`src/rtl/dcma_pkg.sv`:
```
package dcma_pkg;

    localparam int DEFAULT_DEPTH = 10;
    localparam int SAMPLE_W      = 16;
    localparam int AVG_W         = 20;
    localparam int COUNT_W       = 4;
    localparam int COUNT_SAT     = 15;
    localparam int FRAC_W        = 4;
    localparam int IN_TDATA_W    = 32;
    localparam int OUT_TDATA_W   = 48;

    typedef enum logic [0:0] {
        F_IDLE,
        F_UPDATE
    } front_state_t;

    typedef enum logic [1:0] {
        B_IDLE,
        B_DIV,
        B_OUT
    } back_state_t;

endpackage

```
`src/rtl/dcma_front.sv`:
```
module dcma_front
    import dcma_pkg::*;
#(
    parameter int SAMPLE_DEPTH = DEFAULT_DEPTH,
    localparam int IDX_W = (SAMPLE_DEPTH > 1) ? $clog2(SAMPLE_DEPTH) : 1,
    localparam int CNT_W = $clog2(SAMPLE_DEPTH + 1),
    localparam int SUM_W = SAMPLE_W + $clog2(SAMPLE_DEPTH) + 1
)
(
    input  logic                       clk,
    input  logic                       rst_n,
    input  logic                       in_valid,
    output logic                       in_ready,
    input  logic                       in_ok,
    input  logic signed [SAMPLE_W-1:0] in_temp,
    input  logic signed [SAMPLE_W-1:0] in_hum,
    output logic                       job_valid,
    input  logic                       job_ready,
    output logic signed [SUM_W-1:0]    job_t_sum,
    output logic signed [SUM_W-1:0]    job_h_sum,
    output logic [CNT_W-1:0]           job_count,
    output logic                       job_err
);

    front_state_t state_reg, state_next;

    logic                       ok_reg;
    logic signed [SAMPLE_W-1:0] t_reg;
    logic signed [SAMPLE_W-1:0] h_reg;

    logic [IDX_W-1:0]           idx_reg;
    logic                       full_reg;
    logic signed [SUM_W-1:0]    t_sum_reg;
    logic signed [SUM_W-1:0]    h_sum_reg;

    logic signed [SAMPLE_W-1:0] t_mem [SAMPLE_DEPTH];
    logic signed [SAMPLE_W-1:0] h_mem [SAMPLE_DEPTH];
    logic signed [SAMPLE_W-1:0] rd_t_reg;
    logic signed [SAMPLE_W-1:0] rd_h_reg;

    logic                       last_slot;
    logic signed [SAMPLE_W-1:0] old_t;
    logic signed [SAMPLE_W-1:0] old_h;
    logic signed [SUM_W-1:0]    t_sum_upd;
    logic signed [SUM_W-1:0]    h_sum_upd;
    logic [IDX_W-1:0]           idx_upd;
    logic                       full_upd;
    logic                       commit;

    assign in_ready = (state_reg == F_IDLE);
    assign commit   = (state_reg == F_UPDATE) && job_ready;

    // The old entry is read every cycle at the write index, so it is ready in the
    // cycle after the transfer and stays put while the queue is full.
    always_ff @(posedge clk)
    begin
        if (commit && ok_reg)
        begin
            t_mem[idx_reg] <= t_reg;
            h_mem[idx_reg] <= h_reg;
        end
        rd_t_reg <= t_mem[idx_reg];
        rd_h_reg <= h_mem[idx_reg];
    end

    always_comb
    begin
        last_slot = (idx_reg == IDX_W'(SAMPLE_DEPTH - 1));
        old_t     = full_reg ? rd_t_reg : '0;
        old_h     = full_reg ? rd_h_reg : '0;
        t_sum_upd = t_sum_reg - SUM_W'(old_t) + SUM_W'(t_reg);
        h_sum_upd = h_sum_reg - SUM_W'(old_h) + SUM_W'(h_reg);
        idx_upd   = last_slot ? '0 : idx_reg + 1'b1;
        full_upd  = full_reg | last_slot;
    end

    always_comb
    begin
        state_next = state_reg;
        job_valid  = 1'b0;
        job_t_sum  = t_sum_reg;
        job_h_sum  = h_sum_reg;
        job_count  = full_reg ? CNT_W'(SAMPLE_DEPTH) : CNT_W'(idx_reg);
        job_err    = 1'b1;
        case (state_reg)
            F_IDLE:
            begin
                if (in_valid)
                begin
                    state_next = F_UPDATE;
                end
            end
            F_UPDATE:
            begin
                job_valid = 1'b1;
                if (ok_reg)
                begin
                    job_t_sum = t_sum_upd;
                    job_h_sum = h_sum_upd;
                    job_count = full_upd ? CNT_W'(SAMPLE_DEPTH) : CNT_W'(idx_upd);
                    job_err   = 1'b0;
                end
                if (job_ready)
                begin
                    state_next = F_IDLE;
                end
            end
            default:
            begin
                state_next = F_IDLE;
            end
        endcase
    end

    always_ff @(posedge clk or negedge rst_n)
    begin
        if (!rst_n)
        begin
            state_reg <= F_IDLE;
        end
        else
        begin
            state_reg <= state_next;
        end
    end

    always_ff @(posedge clk)
    begin
        if (in_valid && in_ready)
        begin
            ok_reg <= in_ok;
            t_reg  <= in_temp;
            h_reg  <= in_hum;
        end
    end

    always_ff @(posedge clk or negedge rst_n)
    begin
        if (!rst_n)
        begin
            idx_reg   <= '0;
            full_reg  <= 1'b0;
            t_sum_reg <= '0;
            h_sum_reg <= '0;
        end
        else if (commit)
        begin
            if (ok_reg)
            begin
                idx_reg   <= idx_upd;
                full_reg  <= full_upd;
                t_sum_reg <= t_sum_upd;
                h_sum_reg <= h_sum_upd;
            end
        end
    end

endmodule

```
`src/rtl/dcma_queue.sv`:
```
module dcma_queue
    import dcma_pkg::*;
#(
    parameter int WIDTH = IN_TDATA_W
)
(
    input  logic             clk,
    input  logic             rst_n,
    input  logic             push_valid,
    output logic             push_ready,
    input  logic [WIDTH-1:0] push_data,
    output logic             pop_valid,
    input  logic             pop_ready,
    output logic [WIDTH-1:0] pop_data
);

    logic [WIDTH-1:0] slot_reg [2];
    logic             wr_ptr_reg;
    logic             rd_ptr_reg;
    logic [1:0]       fill_reg;
    logic             do_push;
    logic             do_pop;

    assign push_ready = (fill_reg != 2'd2);
    assign pop_valid  = (fill_reg != 2'd0);
    assign pop_data   = slot_reg[rd_ptr_reg];
    assign do_push    = push_valid && push_ready;
    assign do_pop     = pop_valid && pop_ready;

    always_ff @(posedge clk)
    begin
        if (do_push)
        begin
            slot_reg[wr_ptr_reg] <= push_data;
        end
    end

    always_ff @(posedge clk or negedge rst_n)
    begin
        if (!rst_n)
        begin
            wr_ptr_reg <= 1'b0;
            rd_ptr_reg <= 1'b0;
            fill_reg   <= 2'd0;
        end
        else
        begin
            if (do_push)
            begin
                wr_ptr_reg <= ~wr_ptr_reg;
            end
            if (do_pop)
            begin
                rd_ptr_reg <= ~rd_ptr_reg;
            end
            if (do_push && !do_pop)
            begin
                fill_reg <= fill_reg + 2'd1;
            end
            else if (do_pop && !do_push)
            begin
                fill_reg <= fill_reg - 2'd1;
            end
        end
    end

endmodule

```
`src/rtl/dcma_back.sv`:
```
module dcma_back
    import dcma_pkg::*;
#(
    parameter int SAMPLE_DEPTH = DEFAULT_DEPTH,
    localparam int CNT_W  = $clog2(SAMPLE_DEPTH + 1),
    localparam int SUM_W  = SAMPLE_W + $clog2(SAMPLE_DEPTH) + 1,
    localparam int DW     = SUM_W + FRAC_W,
    localparam int STEP_W = $clog2(DW + 1)
)
(
    input  logic                     clk,
    input  logic                     rst_n,
    input  logic                     job_valid,
    output logic                     job_ready,
    input  logic signed [SUM_W-1:0]  job_t_sum,
    input  logic signed [SUM_W-1:0]  job_h_sum,
    input  logic [CNT_W-1:0]         job_count,
    input  logic                     job_err,
    output logic                     out_valid,
    input  logic                     out_ready,
    output logic signed [AVG_W-1:0]  out_t_avg,
    output logic signed [AVG_W-1:0]  out_h_avg,
    output logic                     out_err,
    output logic [COUNT_W-1:0]       out_count
);

    localparam int SAT_W = CNT_W + COUNT_W;

    back_state_t state_reg, state_next;

    logic [STEP_W-1:0] step_reg;
    logic [DW-1:0]     t_q_reg;
    logic [DW-1:0]     h_q_reg;
    logic [CNT_W-1:0]  t_rem_reg;
    logic [CNT_W-1:0]  h_rem_reg;
    logic              t_neg_reg;
    logic              h_neg_reg;
    logic [CNT_W-1:0]  div_reg;
    logic              err_reg;

    logic [SUM_W-1:0]  t_abs;
    logic [SUM_W-1:0]  h_abs;
    logic [CNT_W:0]    t_sh;
    logic [CNT_W:0]    h_sh;
    logic              t_ge;
    logic              h_ge;
    logic [CNT_W:0]    t_diff;
    logic [CNT_W:0]    h_diff;
    logic [DW-1:0]     t_res;
    logic [DW-1:0]     h_res;
    logic [SAT_W-1:0]  count_wide;

    assign t_abs = job_t_sum[SUM_W-1] ? SUM_W'(-job_t_sum) : SUM_W'(job_t_sum);
    assign h_abs = job_h_sum[SUM_W-1] ? SUM_W'(-job_h_sum) : SUM_W'(job_h_sum);

    // Restoring division, one quotient bit per cycle on both channels.
    always_comb
    begin
        t_sh   = {t_rem_reg, t_q_reg[DW-1]};
        h_sh   = {h_rem_reg, h_q_reg[DW-1]};
        t_ge   = (t_sh >= {1'b0, div_reg});
        h_ge   = (h_sh >= {1'b0, div_reg});
        t_diff = t_sh - {1'b0, div_reg};
        h_diff = h_sh - {1'b0, div_reg};
    end

    always_comb
    begin
        state_next = state_reg;
        job_ready  = 1'b0;
        out_valid  = 1'b0;
        case (state_reg)
            B_IDLE:
            begin
                job_ready = 1'b1;
                if (job_valid)
                begin
                    state_next = B_DIV;
                end
            end
            B_DIV:
            begin
                if (step_reg == STEP_W'(DW - 1))
                begin
                    state_next = B_OUT;
                end
            end
            B_OUT:
            begin
                out_valid = 1'b1;
                if (out_ready)
                begin
                    state_next = B_IDLE;
                end
            end
            default:
            begin
                state_next = B_IDLE;
            end
        endcase
    end

    always_ff @(posedge clk or negedge rst_n)
    begin
        if (!rst_n)
        begin
            state_reg <= B_IDLE;
        end
        else
        begin
            state_reg <= state_next;
        end
    end

    always_ff @(posedge clk)
    begin
        if (job_valid && job_ready)
        begin
            t_q_reg   <= {t_abs, FRAC_W'(0)};
            h_q_reg   <= {h_abs, FRAC_W'(0)};
            t_rem_reg <= '0;
            h_rem_reg <= '0;
            t_neg_reg <= job_t_sum[SUM_W-1];
            h_neg_reg <= job_h_sum[SUM_W-1];
            div_reg   <= job_count;
            err_reg   <= job_err;
            step_reg  <= '0;
        end
        else if (state_reg == B_DIV)
        begin
            t_q_reg   <= {t_q_reg[DW-2:0], t_ge};
            h_q_reg   <= {h_q_reg[DW-2:0], h_ge};
            t_rem_reg <= t_ge ? t_diff[CNT_W-1:0] : t_sh[CNT_W-1:0];
            h_rem_reg <= h_ge ? h_diff[CNT_W-1:0] : h_sh[CNT_W-1:0];
            step_reg  <= step_reg + 1'b1;
        end
    end

    // An empty ring has a zero divisor; its averages are forced to zero.
    always_comb
    begin
        t_res      = t_neg_reg ? (~t_q_reg + 1'b1) : t_q_reg;
        h_res      = h_neg_reg ? (~h_q_reg + 1'b1) : h_q_reg;
        out_t_avg  = (div_reg == '0) ? '0 : t_res[AVG_W-1:0];
        out_h_avg  = (div_reg == '0) ? '0 : h_res[AVG_W-1:0];
        out_err    = err_reg;
        count_wide = SAT_W'(div_reg);
        out_count  = (count_wide > SAT_W'(COUNT_SAT)) ? COUNT_W'(COUNT_SAT)
                                                       : count_wide[COUNT_W-1:0];
    end

endmodule

```
`src/rtl/dual_channel_moving_average.sv`:
```
// Channel   Bus      tdata (low bit up)                                   tuser
// input     s_axis   temperature_raw[15:0], humidity_raw[31:16]           read_ok
// output    m_axis   temperature_average[19:0], humidity_average[39:20],  error_flag
//                    sample_count[43:40], zero fill[47:44]
//
// The front takes a reading in F_IDLE and updates the rings and sums in F_UPDATE,
// so it takes no new reading until that update is pushed into the two-entry queue.
// The back loads a job in B_IDLE, runs the restoring divider in B_DIV over
// DW = SUM_W + 4 quotient bits (25 for a depth of 10) and presents the result in
// B_OUT; it takes no new job until the result has been taken.
// Reset clears the index, the full flag, both sums and all control; the ring
// memories are not cleared, since an entry is used only after it is written.
// A stalled output only holds the back; the front keeps taking items until the
// queue fills.
module dual_channel_moving_average
    import dcma_pkg::*;
#(
    parameter int SAMPLE_DEPTH = DEFAULT_DEPTH
)
(
    input  logic                   clk,
    input  logic                   rst_n,
    input  logic                   s_axis_tvalid,
    output logic                   s_axis_tready,
    input  logic [IN_TDATA_W-1:0]  s_axis_tdata,   // temperature_raw, humidity_raw
    input  logic                   s_axis_tuser,   // read_ok
    output logic                   m_axis_tvalid,
    input  logic                   m_axis_tready,
    output logic [OUT_TDATA_W-1:0] m_axis_tdata,   // temperature_average,
                                                   // humidity_average, sample_count
    output logic                   m_axis_tuser    // error_flag
);

    localparam int CNT_W = $clog2(SAMPLE_DEPTH + 1);
    localparam int SUM_W = SAMPLE_W + $clog2(SAMPLE_DEPTH) + 1;
    localparam int JOB_W = 2 * SUM_W + CNT_W + 1;

    logic                    f_valid;
    logic                    f_ready;
    logic signed [SUM_W-1:0] f_t_sum;
    logic signed [SUM_W-1:0] f_h_sum;
    logic [CNT_W-1:0]        f_count;
    logic                    f_err;

    logic                    b_valid;
    logic                    b_ready;
    logic [JOB_W-1:0]        b_data;

    logic signed [AVG_W-1:0] t_avg;
    logic signed [AVG_W-1:0] h_avg;
    logic [COUNT_W-1:0]      count;

    dcma_front #(
        .SAMPLE_DEPTH (SAMPLE_DEPTH)
    ) u_front (
        .clk       (clk),
        .rst_n     (rst_n),
        .in_valid  (s_axis_tvalid),
        .in_ready  (s_axis_tready),
        .in_ok     (s_axis_tuser),
        .in_temp   (s_axis_tdata[SAMPLE_W-1:0]),
        .in_hum    (s_axis_tdata[2*SAMPLE_W-1:SAMPLE_W]),
        .job_valid (f_valid),
        .job_ready (f_ready),
        .job_t_sum (f_t_sum),
        .job_h_sum (f_h_sum),
        .job_count (f_count),
        .job_err   (f_err)
    );

    dcma_queue #(
        .WIDTH (JOB_W)
    ) u_queue (
        .clk        (clk),
        .rst_n      (rst_n),
        .push_valid (f_valid),
        .push_ready (f_ready),
        .push_data  ({f_err, f_count, f_h_sum, f_t_sum}),
        .pop_valid  (b_valid),
        .pop_ready  (b_ready),
        .pop_data   (b_data)
    );

    dcma_back #(
        .SAMPLE_DEPTH (SAMPLE_DEPTH)
    ) u_back (
        .clk       (clk),
        .rst_n     (rst_n),
        .job_valid (b_valid),
        .job_ready (b_ready),
        .job_t_sum (b_data[SUM_W-1:0]),
        .job_h_sum (b_data[2*SUM_W-1:SUM_W]),
        .job_count (b_data[2*SUM_W+CNT_W-1:2*SUM_W]),
        .job_err   (b_data[JOB_W-1]),
        .out_valid (m_axis_tvalid),
        .out_ready (m_axis_tready),
        .out_t_avg (t_avg),
        .out_h_avg (h_avg),
        .out_err   (m_axis_tuser),
        .out_count (count)
    );

    assign m_axis_tdata = {(OUT_TDATA_W - 2 * AVG_W - COUNT_W)'(0), count, h_avg, t_avg};

endmodule

```
`config.mk`:
```
export PLATFORM = sky130hd
export DESIGN_NAME = dual_channel_moving_average
export DESIGN_NICKNAME = d
export VERILOG_FILES = /design/src/rtl/dcma_pkg.sv /design/src/rtl/dcma_front.sv /design/src/rtl/dcma_queue.sv /design/src/rtl/dcma_back.sv /design/src/rtl/dual_channel_moving_average.sv
export SDC_FILE = /design/constraint.sdc
export NUM_CORES = 1
export LEC_CHECK = 0
export BUFFER_PORTS_ARGS = -buffer_cell sky130_fd_sc_hd__buf_2
export CAP_MARGIN = 20
export CELL_PAD_IN_SITES_DETAIL_PLACEMENT = 1
export CELL_PAD_IN_SITES_GLOBAL_PLACEMENT = 2
export CORE_ASPECT_RATIO = 1.5
export CORE_MARGIN = 8
export CORE_UTILIZATION = 40
export CTS_CLUSTER_DIAMETER = 80
export DETAILED_ROUTE_END_ITERATION = 10
export PLACE_DENSITY_LB_ADDON = 0.08
export SLEW_MARGIN = 20
export SYNTH_ARGS = -nofsm -noshare
export SYNTH_HDL_FRONTEND = slang
export SYNTH_SLANG_ARGS = --single-unit
```
`constraint.sdc`:
```
create_clock -name clk -period 5.2 [get_ports clk]
set_input_delay 1.56 -clock clk [delete_from_list [all_inputs] [get_ports clk]]
set_output_delay 1.56 -clock clk [all_outputs]
set_load 0.03 [all_outputs]
```
### Word-level counts from Yosys, hierarchy flattened

Memories as Yosys holds them, arrays and structs flattened. A register that Yosys moved wholly into a read port is not among the register bits.
Index checks and enable logic that the tools add are counted.

| storage, ports and cells | value |
|---|---|
| word-level logic and storage cells | 113 |
| memories | 3 |
| register bits after elaboration | 157 |
| memory bits (writable) | 414 |

Memories:

| memory | depth | bits a word | read ports | clocked after Yosys merged registers in | write ports | line | text |
|---|---|---|---|---|---|---|---|
| u_front.h_mem | 10 | 16 | 1 | 1 | 1 | dcma_front.sv:37 | `logic signed [SAMPLE_W-1:0] h_mem [SAMPLE_DEPTH];` |
| u_front.t_mem | 10 | 16 | 1 | 1 | 1 | dcma_front.sv:36 | `logic signed [SAMPLE_W-1:0] t_mem [SAMPLE_DEPTH];` |
| u_queue.slot_reg | 2 | 47 | 1 | 0 | 1 | dcma_queue.sv:17 | `logic [WIDTH-1:0] slot_reg [2];` |

| cells by class | value |
|---|---|
| order comparisons | 2 |
| add/sub/neg operators | 14 |
| muxes and demuxes | 41 |
| eq/ne operators | 8 |
| reductions and logical operators | 16 |
| bitwise operators | 6 |

Operator list:

| cell | count |
|---|---|
| 2-to-1 mux 21 bit | 6 |
| 2-to-1 mux 25 bit | 4 |
| 2-to-1 mux 20 bit | 4 |
| adder 21 x 16 -> 21 bit | 2 |
| negation 21 bit | 2 |
| subtractor 21 x 16 -> 21 bit | 2 |
| adder 20 x 1 -> 20 bit (second input constant) | 2 |
| inverter 20 bit | 2 |
| 2-to-1 mux 16 bit | 2 |
| 2-to-1 mux 4 bit | 7 |
| 2-to-1 mux 1 bit | 11 |
| greater-or-equal comparator 5 x 4 -> 1 bit | 2 |
| 2-to-1 mux 2 bit | 5 |
| subtractor 4 bit | 2 |
| logical AND 1 bit | 7 |
| one-hot mux 2 bit (3 select lines) | 1 |
| nonzero test 2 bit | 3 |
| adder 5 x 1 -> 5 bit (second input constant) | 1 |
| equality test 5 bit (second input constant) | 1 |
| adder 4 x 1 -> 4 bit (second input constant) | 1 |
| equality test 4 bit (second input constant) | 1 |
| zero test 4 bit | 1 |
| != test 2 x 1 -> 1 bit (second input constant) | 2 |
| != test 2 bit (second input constant) | 2 |
| 11 further kinds | 14 |

### Depth between registers and ports, before layout

Gate-level depths: netlist (run 1).

| logic depth | value |
|---|---|
| depth in word-level cells | 6 |
| depth in mapped cells | 13 |
| mapped depth without buffers | 12 |

### By module

A second synthesis (run 1) with hierarchy kept.

| second synthesis, totals | value |
|---|---|
| cell total of the unflattened synthesis | 2209 |
| area total of the unflattened synthesis | 28827.6 µm² |

By module, submodules not included:

| module | times used | sequential area each (µm²) | area an instance (µm²) | cells an instance |
|---|---|---|---|---|
| dcma_front | 1 | 12441.9 | 19727.7 | 1410 |
| dcma_back | 1 | 1941.9 | 5401.4 | 630 |
| dcma_queue | 1 | 2922.8 | 3664.8 | 164 |
| dual_channel_moving_average | 1 | 0.0 | 33.8 | 5 |

### Worst setup path before layout (run 1)

No wires, ideal clock.

| timing | value |
|---|---|
| path kind | flip-flop to flip-flop |
| from | register u_front.state_reg |
| to | memory u_front.h_mem[2][0] (enable) |
| cell stages (with the launch flop) | 8 |
| required time | 4699 ps |
| clock period less this slack | 5034 ps |
| setup time | 501 ps |
| slack | 166 ps |
| arrival | 4532 ps |
| cell sequence | dfrtp_1 > and2_1 > clkbuf_1 > and2_1 > buf_2 > buf_1 > nand2_1 > nor4_1 |

| on the way | value |
|---|---|
| longest elaborated chain between the ends | 4 |

RTL lines:

| element | line | text |
|---|---|---|
| start: declaration | dcma_front.sv:25 | `front_state_t state_reg, state_next;` |
| start signal: assignment | dcma_front.sv:123 | `state_reg <= state_next;` |
| logical AND 1 bit | dcma_front.sv:51 | `assign commit = (state_reg == F_UPDATE) && job_ready;` |
| logical AND 1 bit | dcma_front.sv:57 | `if (commit && ok_reg)` |
| 2-to-1 mux 1 bit | dcma_front.sv:57 |  |
| 2-to-1 mux 1 bit (implied by the code) | dcma_front.sv:60 | `h_mem[idx_reg] <= h_reg;` |
| end: declaration | dcma_front.sv:37 |  |

Every way passes these cells.

### Worst setup path after layout (run 1)

| timing | value |
|---|---|
| from | register u_back.h_q_reg[12] |
| to | output m_axis_tdata[37] |

| on the way | value |
|---|---|
| longest elaborated chain between the ends | 4 |

RTL lines:

| element | line | text |
|---|---|---|
| start: declaration | dcma_back.sv:33 | `logic [DW-1:0] h_q_reg;` |
| start signal: assignment | dcma_back.sv:120 | `h_q_reg <= {h_abs, FRAC_W'(0)};` |
| start signal: assignment | dcma_back.sv:132 | `h_q_reg <= {h_q_reg[DW-2:0], h_ge};` |
| inverter 20 bit | dcma_back.sv:143 | `h_res = h_neg_reg ? (~h_q_reg + 1'b1) : h_q_reg;` |
| adder 20 x 1 -> 20 bit | dcma_back.sv:143 |  |
| 2-to-1 mux 20 bit | dcma_back.sv:143 |  |
| 2-to-1 mux 20 bit | dcma_back.sv:145 | `out_h_avg = (div_reg == '0) ? '0 : h_res[AVG_W-1:0];` |
| end: declaration | dual_channel_moving_average.sv:29 | `output logic [OUT_TDATA_W-1:0] m_axis_tdata,` |

Every way passes these cells.

==> run_summary.xml, run 1 <==
<?xml version="1.0" encoding="UTF-8"?>
<metrics>
  <group name="clock_network">
    <metric name="postCtsSetupRepairBufs" unit="">0</metric>
    <metric name="clock_tree.htree_level_count" unit="">2</metric>
    <metric name="cts-buffers-inserted" unit="">59</metric>
    <metric name="clock_tree.root_cell" unit="">sky130_fd_sc_hd__clkbuf_16</metric>
    <metric name="clk-insertion-delay-late" unit="ps">660</metric>
    <metric name="cts.sink_count" unit="">603</metric>
    <metric name="cts.repair.resized" unit="">0</metric>
    <metric name="cts-hold-fix-buffers" unit="">0</metric>
    <metric name="clkSlewWorstSetupHoldPaths" unit="ps">60</metric>
    <metric name="cts.path.max_buffers" unit="">3</metric>
    <metric name="tritoncts" unit="">yes</metric>
  </group>
  <group name="worst_hold_path">
    <metric name="holdCritStartpoint" unit="">u_back.t_rem_reg[3]$_SDFFE_PP0P_</metric>
    <metric name="min_path_cells" unit="">2</metric>
    <metric name="hp_class" unit="">reg2reg</metric>
  </group>
  <group name="floorplanning">
    <metric name="fp.dieArea" unit="sq um">80290</metric>
    <metric name="die_height" unit="um">343.1</metric>
    <metric name="x_dimension_of_the_die" unit="um">234.0</metric>
    <metric name="placement_rows" unit="">120</metric>
    <metric name="fp.coreArea" unit="sq um">71020</metric>
    <metric name="floorplan.initialDensity" unit="%">40.17</metric>
    <metric name="top_level_ports" unit="">88</metric>
  </group>
  <group name="detailed_routing">
    <metric name="routed_wire_length_per_instance" unit="um">19.76</metric>
    <metric name="detail_route.vias_per_cell" unit="">5.157</metric>
    <metric name="detailedRoute.firstIterationViolations" unit="">799</metric>
    <metric name="drt_drc_violations_left" unit="">0</metric>
    <metric name="dr.pass1.iters" unit="">4</metric>
    <metric name="detailroute.via_count" unit="">16610</metric>
    <metric name="detail-route-antenna-nets" unit="">0</metric>
    <metric name="routed_wl" unit="um">63630</metric>
  </group>
  <group name="placed_design">
    <metric name="io_buffers" unit="">83</metric>
    <metric name="finalWeightedCongestion" unit="">0.7740</metric>
    <metric name="dp.final_hpwl" unit="um">43370</metric>
  </group>
  <group name="grt">
    <metric name="grt.overflow.total" unit="">0</metric>
    <metric name="grt_pass1_wl" unit="um">101400</metric>
    <metric name="groute.usage.overall" unit="%">16.01</metric>
    <metric name="antenna_violations_before_repair" unit="">0</metric>
    <metric name="via_count_of_the_first_global_routing_pass" unit="">18140</metric>
    <metric name="grt_max_degree" unit="">111</metric>
  </group>
  <group name="timing">
    <metric name="setup_repair_after_global_routing_missed_its_margin" unit="">no</metric>
    <metric name="final-setup-viol-count" unit="">0</metric>
    <metric name="final_period_minus_worst_setup_slack" unit="ps">4422</metric>
    <metric name="final_max_slew_viol_count" unit="">0</metric>
    <metric name="max_freq" unit="MHz">226.1</metric>
    <metric name="fin_skew" unit="ps">52.38</metric>
    <metric name="worst_slew_pin_slew" unit="ps">951.7</metric>
    <metric name="worst_slew_margin_rel" unit="%">36.33</metric>
    <metric name="fin_tns_setup" unit="ps">0</metric>
    <metric name="report.final.hold_viol_count" unit="">0</metric>
    <metric name="timing.final.crit_share" unit="%">85.04</metric>
  </group>
  <group name="finish">
    <metric name="synthToLayoutAreaGrowth" unit="%">11.93</metric>
    <metric name="final_layout_size_suffix_gt1_share" unit="%">14.92</metric>
    <metric name="n_antenna_cell" unit="">0</metric>
    <metric name="nets" unit="">2391</metric>
  </group>
  <group name="critical_path">
    <metric name="startpoint_type" unit="">flip-flop</metric>
    <metric name="timing.critical_path.arrival" unit="ps">2860</metric>
    <metric name="worst_setup_path_class" unit="">reg2out</metric>
    <metric name="cp-startpoint" unit="">u_back.h_q_reg[12]$_DFFE_PP_</metric>
    <metric name="cp.required" unit="ps">3640</metric>
    <metric name="cpMostUsedCell" unit="">sky130_fd_sc_hd__or3_4</metric>
    <metric name="rr_startpoint" unit="">u_front.full_reg$_DFFE_PN0P_</metric>
    <metric name="crit_family" unit="">simple AND/OR/NAND/NOR gates</metric>
    <metric name="timing.reg2reg.worst_path_depth" unit="">11</metric>
    <metric name="critPathCaptureType" unit="">output pin</metric>
    <metric name="cpMaxStageDelayCell" unit="">sky130_fd_sc_hd__edfxtp_1</metric>
    <metric name="cp.depth" unit="">7</metric>
    <metric name="timing.critical_path.cells" unit="">or3_4 &gt; or3_4 &gt; or3_4 &gt; o31ai_4 &gt; xor2_1 &gt; nor2_1 &gt; buf_2</metric>
    <metric name="critPathBufInv" unit="">1</metric>
    <metric name="slowest_delay" unit="ps">440</metric>
    <metric name="worst-path-max-fanout" unit="">3</metric>
  </group>
  <group name="yosys">
    <metric name="ys_dominant_reg_cell" unit="">sky130_fd_sc_hd__edfxtp_1</metric>
    <metric name="seq_area_frac_synth" unit="%">60.67</metric>
    <metric name="synthesis.area_per_instance" unit="sq um">13.07</metric>
    <metric name="netlist-cell-type-count" unit="">70</metric>
    <metric name="syn_area" unit="sq um">28530</metric>
    <metric name="yosysWarningCount" unit="">0</metric>
    <metric name="synth.ff_latch_count" unit="">603</metric>
    <metric name="number_of_synthesized_flops_with_an_enable_pin" unit="">496</metric>
    <metric name="syn_inst" unit="">2183</metric>
    <metric name="synth_async_sr_flop_share" unit="%">8.955</metric>
  </group>
  <group name="flow_run">
    <metric name="drv_cap" unit="">0</metric>
  </group>
  <group name="outcome">
    <metric name="outcome" unit="">completed</metric>
  </group>
</metrics>
-- metrics by stage --
step           util [%]  cells  hold WS (ps)  cell area [sq um]  setup slack [ps]
2_1_floorplan         -   2186         457.7              28540             166.4
3_3_place_gp      42.17   3108         466.5              29950              1146
3_5_place_dp      42.20   3109         491.4              29970              1015
4_1_cts           44.96   3221         504.6              31930             716.0
5_1_grt           44.96   3221         530.4              31930             630.0
6_report          44.96   3221         500.1              31930             777.7
-- cells in the final DEF (no fill, tap or decap), types with 16 or more instances in the layout --
| cell | synthesis | final |
|---|---|---|
| sky130_fd_sc_hd__buf_4 | 4 | 27 |
| sky130_fd_sc_hd__nand3_1 | 26 | 26 |
| sky130_fd_sc_hd__clkbuf_16 | 0 | 61 |
| sky130_fd_sc_hd__nor2_1 | 118 | 115 |
| sky130_fd_sc_hd__nor3_1 | 33 | 30 |
| sky130_fd_sc_hd__nor2b_1 | 44 | 42 |
| sky130_fd_sc_hd__nand2_1 | 175 | 174 |
| sky130_fd_sc_hd__mux4_2 | 64 | 64 |
| sky130_fd_sc_hd__ha_1 | 57 | 57 |
| sky130_fd_sc_hd__o21ai_1 | 21 | 21 |
| sky130_fd_sc_hd__nand2b_1 | 16 | 16 |
| sky130_fd_sc_hd__a211oi_1 | 42 | 42 |
| sky130_fd_sc_hd__xnor2_1 | 72 | 72 |
| sky130_fd_sc_hd__mux2i_1 | 70 | 70 |
| sky130_fd_sc_hd__dfxtp_1 | 53 | 53 |
| sky130_fd_sc_hd__inv_1 | 171 | 171 |
| sky130_fd_sc_hd__mux2_2 | 23 | 23 |
| sky130_fd_sc_hd__and2_1 | 35 | 33 |
| sky130_fd_sc_hd__fa_1 | 42 | 42 |
| sky130_fd_sc_hd__edfxtp_1 | 496 | 496 |
| sky130_fd_sc_hd__a21o_1 | 20 | 20 |
| sky130_fd_sc_hd__dfrtp_1 | 54 | 49 |
| sky130_fd_sc_hd__o21ai_0 | 127 | 126 |
| sky130_fd_sc_hd__o31ai_1 | 24 | 24 |
| sky130_fd_sc_hd__clkbuf_1 | 64 | 16 |
| sky130_fd_sc_hd__xor2_1 | 50 | 50 |
| sky130_fd_sc_hd__a21oi_1 | 97 | 97 |
| sky130_fd_sc_hd__buf_2 | 23 | 83 |
-- cell families after synthesis --
kind of cell / after synthesis / share of synthesized area, %
buf+inv: 278 / 3.978
other cells: 1 / 0.01315
compound gates: 396 / 8.593
mux: 159 / 8.514
simple gates: 525 / 9.040
flops: 603 / 60.67
xor+xnor: 122 / 3.746
fa+ha+maj: 99 / 5.448
-- final cells by class --
type | instances | area (sq um)
Fill cell | 7314 | 39090
Sequential cell | 603 | 17320
Multi-Input combinational cell | 1305 | 10200
Clock buffer | 83 | 1669
Tap cell | 915 | 1145
Timing Repair Buffer | 112 | 658.1
Inverter | 174 | 653.1
Clock inverter | 29 | 286.5
-- Yosys cell counts, types with 54 or more instances --
cell type | instances | area share (%)
sky130_fd_sc_hd__dfrtp_1 | 54 | 4.7
sky130_fd_sc_hd__a21oi_1 | 97 | 1.7
sky130_fd_sc_hd__nor2_1 | 118 | 1.6
sky130_fd_sc_hd__xnor2_1 | 72 | 2.2
sky130_fd_sc_hd__clkbuf_1 | 64 | 0.84
sky130_fd_sc_hd__edfxtp_1 | 496 | 52
sky130_fd_sc_hd__mux4_2 | 64 | 5.1
sky130_fd_sc_hd__o21ai_0 | 127 | 2.2
sky130_fd_sc_hd__inv_1 | 171 | 2.3
sky130_fd_sc_hd__ha_1 | 57 | 2.5
sky130_fd_sc_hd__mux2i_1 | 70 | 2.5
sky130_fd_sc_hd__nand2_1 | 175 | 2.3
-- routing by layer --
layer | GRT usage (%) | wire [um] | vias up
met5 | 0 | 0 | -
met4 | 4.111 | 1331 | 0
met3 | 2.101 | 1843 | 80
met2 | 29.68 | 33270 | 197
met1 | 19.27 | 27190 | 8291
li1 | - | - | 8044
-- worst reg2reg max path: cells and delay by family (launching register included) --
family	cells	cell delay, ps
and+or+nand+nor	1	260
AOI/OAI and AO/OA	7	1850
buffers and inverters	1	70
adders and majority gates	2	680
DFF	1	960
-- path summary, 6_finish.rpt --
check                                                    end  slack (ps)
min                         u_back.t_rem_reg[3]$_SDFFE_PP0P_         500
min reg2reg                 u_back.t_rem_reg[3]$_SDFFE_PP0P_         500
max in group asynchronous    u_back.state_reg[1]$_DFFE_PN0P_        3270
max                                         m_axis_tdata[37]         780
max reg2reg                u_queue.slot_reg[1][18]$_DFFE_PP_        1050
min in group asynchronous   u_front.t_sum_reg[9]$_DFFE_PN0P_        1010
Power of run 1 is left out: the tool's default activity adds up to more than one toggle a clock period on the data nets, which glitch-free logic cannot reach.
==> run 2, diff against run 1 <==
--- a/config.mk
+++ b/config.mk
@@ -9,7 +9,7 @@
 export CAP_MARGIN = 20
 export CELL_PAD_IN_SITES_DETAIL_PLACEMENT = 1
 export CELL_PAD_IN_SITES_GLOBAL_PLACEMENT = 2
-export CORE_ASPECT_RATIO = 1.5
+export CORE_ASPECT_RATIO = 1.4
 export CORE_MARGIN = 8
 export CORE_UTILIZATION = 40
 export CTS_CLUSTER_DIAMETER = 80
==> run 2 against run 1 <==
Net effect:
- sequential share of layout area is 0.27 points lower
- count of clock-buffer cells in the layout shrank 10
- first-iteration DRC count decreased by 18%
- clock skew rose by 14 ps
- worst hold slack lost 1.3 ps
- core utilization rose by 0.16 points
- final cell count rose by 0.99%
- non-clock buffer count unchanged
- critical path depth is the same
- fmax about the same
- critical path type unchanged
- critical endpoint is now m_axis_tdata[19]
==> run_summary.xml, run 2 (synthesized netlist as in run 1, its figures left out) <==
<?xml version="1.0" encoding="UTF-8"?>
<metrics>
  <group name="critical_path">
    <metric name="startpoint_type" unit="">flip-flop</metric>
    <metric name="rrSetupSlack" unit="ps">990</metric>
    <metric name="timing.reg2reg.worst_path_depth" unit="">11</metric>
    <metric name="timing.rr.end" unit="">u_queue.slot_reg[0][18]$_DFFE_PP_</metric>
    <metric name="critPathCaptureType" unit="">output pin</metric>
    <metric name="worst_setup_path_class" unit="">reg2out</metric>
    <metric name="worst-path-max-fanout" unit="">5</metric>
    <metric name="rr_startpoint" unit="">u_front.full_reg$_DFFE_PN0P_</metric>
    <metric name="cp.required" unit="ps">3640</metric>
    <metric name="timing.critical_path.arrival" unit="ps">2860</metric>
  </group>
  <group name="finish">
    <metric name="layout.cells.most_common" unit="">sky130_fd_sc_hd__edfxtp_1</metric>
    <metric name="nets" unit="">2393</metric>
    <metric name="n_antenna_cell" unit="">0</metric>
    <metric name="synthToLayoutAreaGrowth" unit="%">12.49</metric>
    <metric name="multiInputGateArea" unit="sq um">10200</metric>
    <metric name="filler_cell_count" unit="">7322</metric>
    <metric name="final_layout_size_suffix_gt1_share" unit="%">15.29</metric>
    <metric name="design_area" unit="sq um">32090</metric>
    <metric name="mostFrequentLayoutCells" unit="">sky130_fd_sc_hd__edfxtp_1, sky130_fd_sc_hd__nand2_1, sky130_fd_sc_hd__inv_1, sky130_fd_sc_hd__o21ai_0, sky130_fd_sc_hd__nor2_1</metric>
    <metric name="layout.area.seq" unit="sq um">17320</metric>
  </group>
  <group name="timing">
    <metric name="final_period_minus_worst_setup_slack" unit="ps">4424</metric>
    <metric name="report.final.hold_viol_count" unit="">0</metric>
    <metric name="worst_slew_pin_slew" unit="ps">1017</metric>
    <metric name="hold-worst-slack" unit="ps">498.8</metric>
    <metric name="timing.final.crit_share" unit="%">85.07</metric>
    <metric name="fin_skew" unit="ps">66.51</metric>
    <metric name="setup_repair_after_global_routing_missed_its_margin" unit="">no</metric>
    <metric name="final-setup-viol-count" unit="">0</metric>
    <metric name="fin_tns_setup" unit="ps">0</metric>
    <metric name="crit_path_setup_slack_layout" unit="ps">776.3</metric>
    <metric name="max_freq" unit="MHz">226.1</metric>
    <metric name="worst_slew_margin_rel" unit="%">32.23</metric>
    <metric name="final_max_slew_viol_count" unit="">0</metric>
  </group>
  <group name="worst_hold_path">
    <metric name="min_to" unit="">u_back.t_rem_reg[1]$_SDFFE_PP0P_</metric>
    <metric name="holdCritStartpoint" unit="">u_back.t_rem_reg[1]$_SDFFE_PP0P_</metric>
    <metric name="min_path_cells" unit="">2</metric>
    <metric name="hp_class" unit="">reg2reg</metric>
  </group>
  <group name="placed_design">
    <metric name="finalWeightedCongestion" unit="">0.8102</metric>
    <metric name="dp_slack" unit="ps">1008</metric>
    <metric name="postPlaceCellArea" unit="sq um">30010</metric>
    <metric name="dp.final_hpwl" unit="um">43360</metric>
    <metric name="io_buffers" unit="">83</metric>
  </group>
  <group name="clock_network">
    <metric name="tritoncts" unit="">yes</metric>
    <metric name="postCtsSetupRepairBufs" unit="">0</metric>
    <metric name="cts-hold-fix-buffers" unit="">0</metric>
    <metric name="cts.sink_count" unit="">603</metric>
    <metric name="cts.path.max_buffers" unit="">3</metric>
    <metric name="cts-buffers-inserted" unit="">61</metric>
    <metric name="cts.repair.resized" unit="">0</metric>
    <metric name="clkSlewWorstSetupHoldPaths" unit="ps">60</metric>
    <metric name="clk-insertion-delay-late" unit="ps">660</metric>
    <metric name="clock_tree.root_cell" unit="">sky130_fd_sc_hd__clkbuf_16</metric>
    <metric name="clock_tree.htree_level_count" unit="">2</metric>
  </group>
  <group name="grt">
    <metric name="grt_max_degree" unit="">73</metric>
    <metric name="grtUsageMet3" unit="%">1.987</metric>
    <metric name="groute.usage.overall" unit="%">16.03</metric>
    <metric name="groute.layer.met2.usage" unit="%">29.20</metric>
    <metric name="grt_pass1_wl" unit="um">103800</metric>
    <metric name="grt.overflow.total" unit="">0</metric>
    <metric name="global_route.peak_usage_layer" unit="">met2</metric>
    <metric name="antenna_violations_before_repair" unit="">0</metric>
    <metric name="via_count_of_the_first_global_routing_pass" unit="">18140</metric>
    <metric name="grt_util_met1" unit="%">19.82</metric>
  </group>
  <group name="floorplanning">
    <metric name="x_dimension_of_the_die" unit="um">241.7</metric>
    <metric name="die_height" unit="um">332.0</metric>
    <metric name="floorplan.initialDensity" unit="%">40.11</metric>
    <metric name="fp.coreArea" unit="sq um">71120</metric>
    <metric name="placement_rows" unit="">116</metric>
    <metric name="fp.dieArea" unit="sq um">80240</metric>
    <metric name="top_level_ports" unit="">88</metric>
  </group>
  <group name="flow_run">
    <metric name="drv_cap" unit="">0</metric>
  </group>
  <group name="detailed_routing">
    <metric name="detail-route-antenna-nets" unit="">0</metric>
    <metric name="detail_route.vias_per_cell" unit="">5.105</metric>
    <metric name="drt_drc_violations_left" unit="">0</metric>
    <metric name="detailedRoute.firstIterationViolations" unit="">659</metric>
    <metric name="routed_wl" unit="um">64530</metric>
    <metric name="dr.pass1.iters" unit="">4</metric>
    <metric name="routed_wire_length_per_instance" unit="um">19.84</metric>
    <metric name="detailroute.via_count" unit="">16610</metric>
  </group>
  <group name="outcome">
    <metric name="outcome" unit="">completed</metric>
  </group>
</metrics>
==> run 2: cell count changes in the layout (fill, tap and decap cells not counted), moves of 2 or more <==
cell                         delta
sky130_fd_sc_hd__inv_6          -2
sky130_fd_sc_hd__clkbuf_1       -7
sky130_fd_sc_hd__bufinv_16      +5
sky130_fd_sc_hd__clkinvlp_4     +7
sky130_fd_sc_hd__clkinv_2       +7
sky130_fd_sc_hd__clkinv_4       -4
sky130_fd_sc_hd__clkbuf_8       -4
==> run 2: how the worst max path moves through the flow <==
stage | slack, ps | to | start | depth (start not counted)
after global placement | 1150 | u_queue.slot_reg[0][18]$_DFFE_PP_ | u_front.full_reg$_DFFE_PN0P_ | 11
after detailed placement | 1010 | u_queue.slot_reg[0][18]$_DFFE_PP_ | u_front.full_reg$_DFFE_PN0P_ | 11
final | 780 | m_axis_tdata[19] | u_back.t_q_reg[6]$_DFFE_PP_ | 7
after CTS | 690 | m_axis_tdata[19] | u_back.t_q_reg[6]$_DFFE_PP_ | 7
after floorplan | 170 | u_front.h_mem[2][0]$_DFFE_PP_ | u_front.state_reg$_DFF_PN0_ | 7
after global routing | 460 | m_axis_tdata[15] | u_back.t_q_reg[6]$_DFFE_PP_ | 7
==> run 2: final cells by class <==
class                      instances  share of cell area [%]
clock buffer                      73                   5.026
clock inverter                    42                   1.447
inverter                         174                   2.035
multi-input combinational       1305                   31.79
sequential                       603                   53.97
tap                              944                   3.681
timing repair buffer             112                   2.051
==> run 2: routing by layer <==
layer  vias to the layer above  wire, um
met5                         -         0
met2                       208     33180
li1                       8036         -
met1                      8284     28390
met3                        79      1611
met4                         0      1359
==> run 2: through the flow <==
step           utilization (%)  cells
2_1_floorplan                -   2186
3_3_place_gp             42.19   3138
3_5_place_dp             42.19   3138
4_1_cts                  45.11   3253
5_1_grt                  45.12   3253
6_report                 45.12   3253
==> run 2: critical path, cell delays in order, from the launching register on <==
cell                       delay (ps)
sky130_fd_sc_hd__edfxtp_1         460
sky130_fd_sc_hd__or3_1            450
sky130_fd_sc_hd__nor4_1           320
sky130_fd_sc_hd__nand2_1          200
sky130_fd_sc_hd__o31ai_1          280
sky130_fd_sc_hd__xor2_1           280
sky130_fd_sc_hd__nor2_1            70
sky130_fd_sc_hd__buf_2            200
Power of run 2 is left out for the same reason.
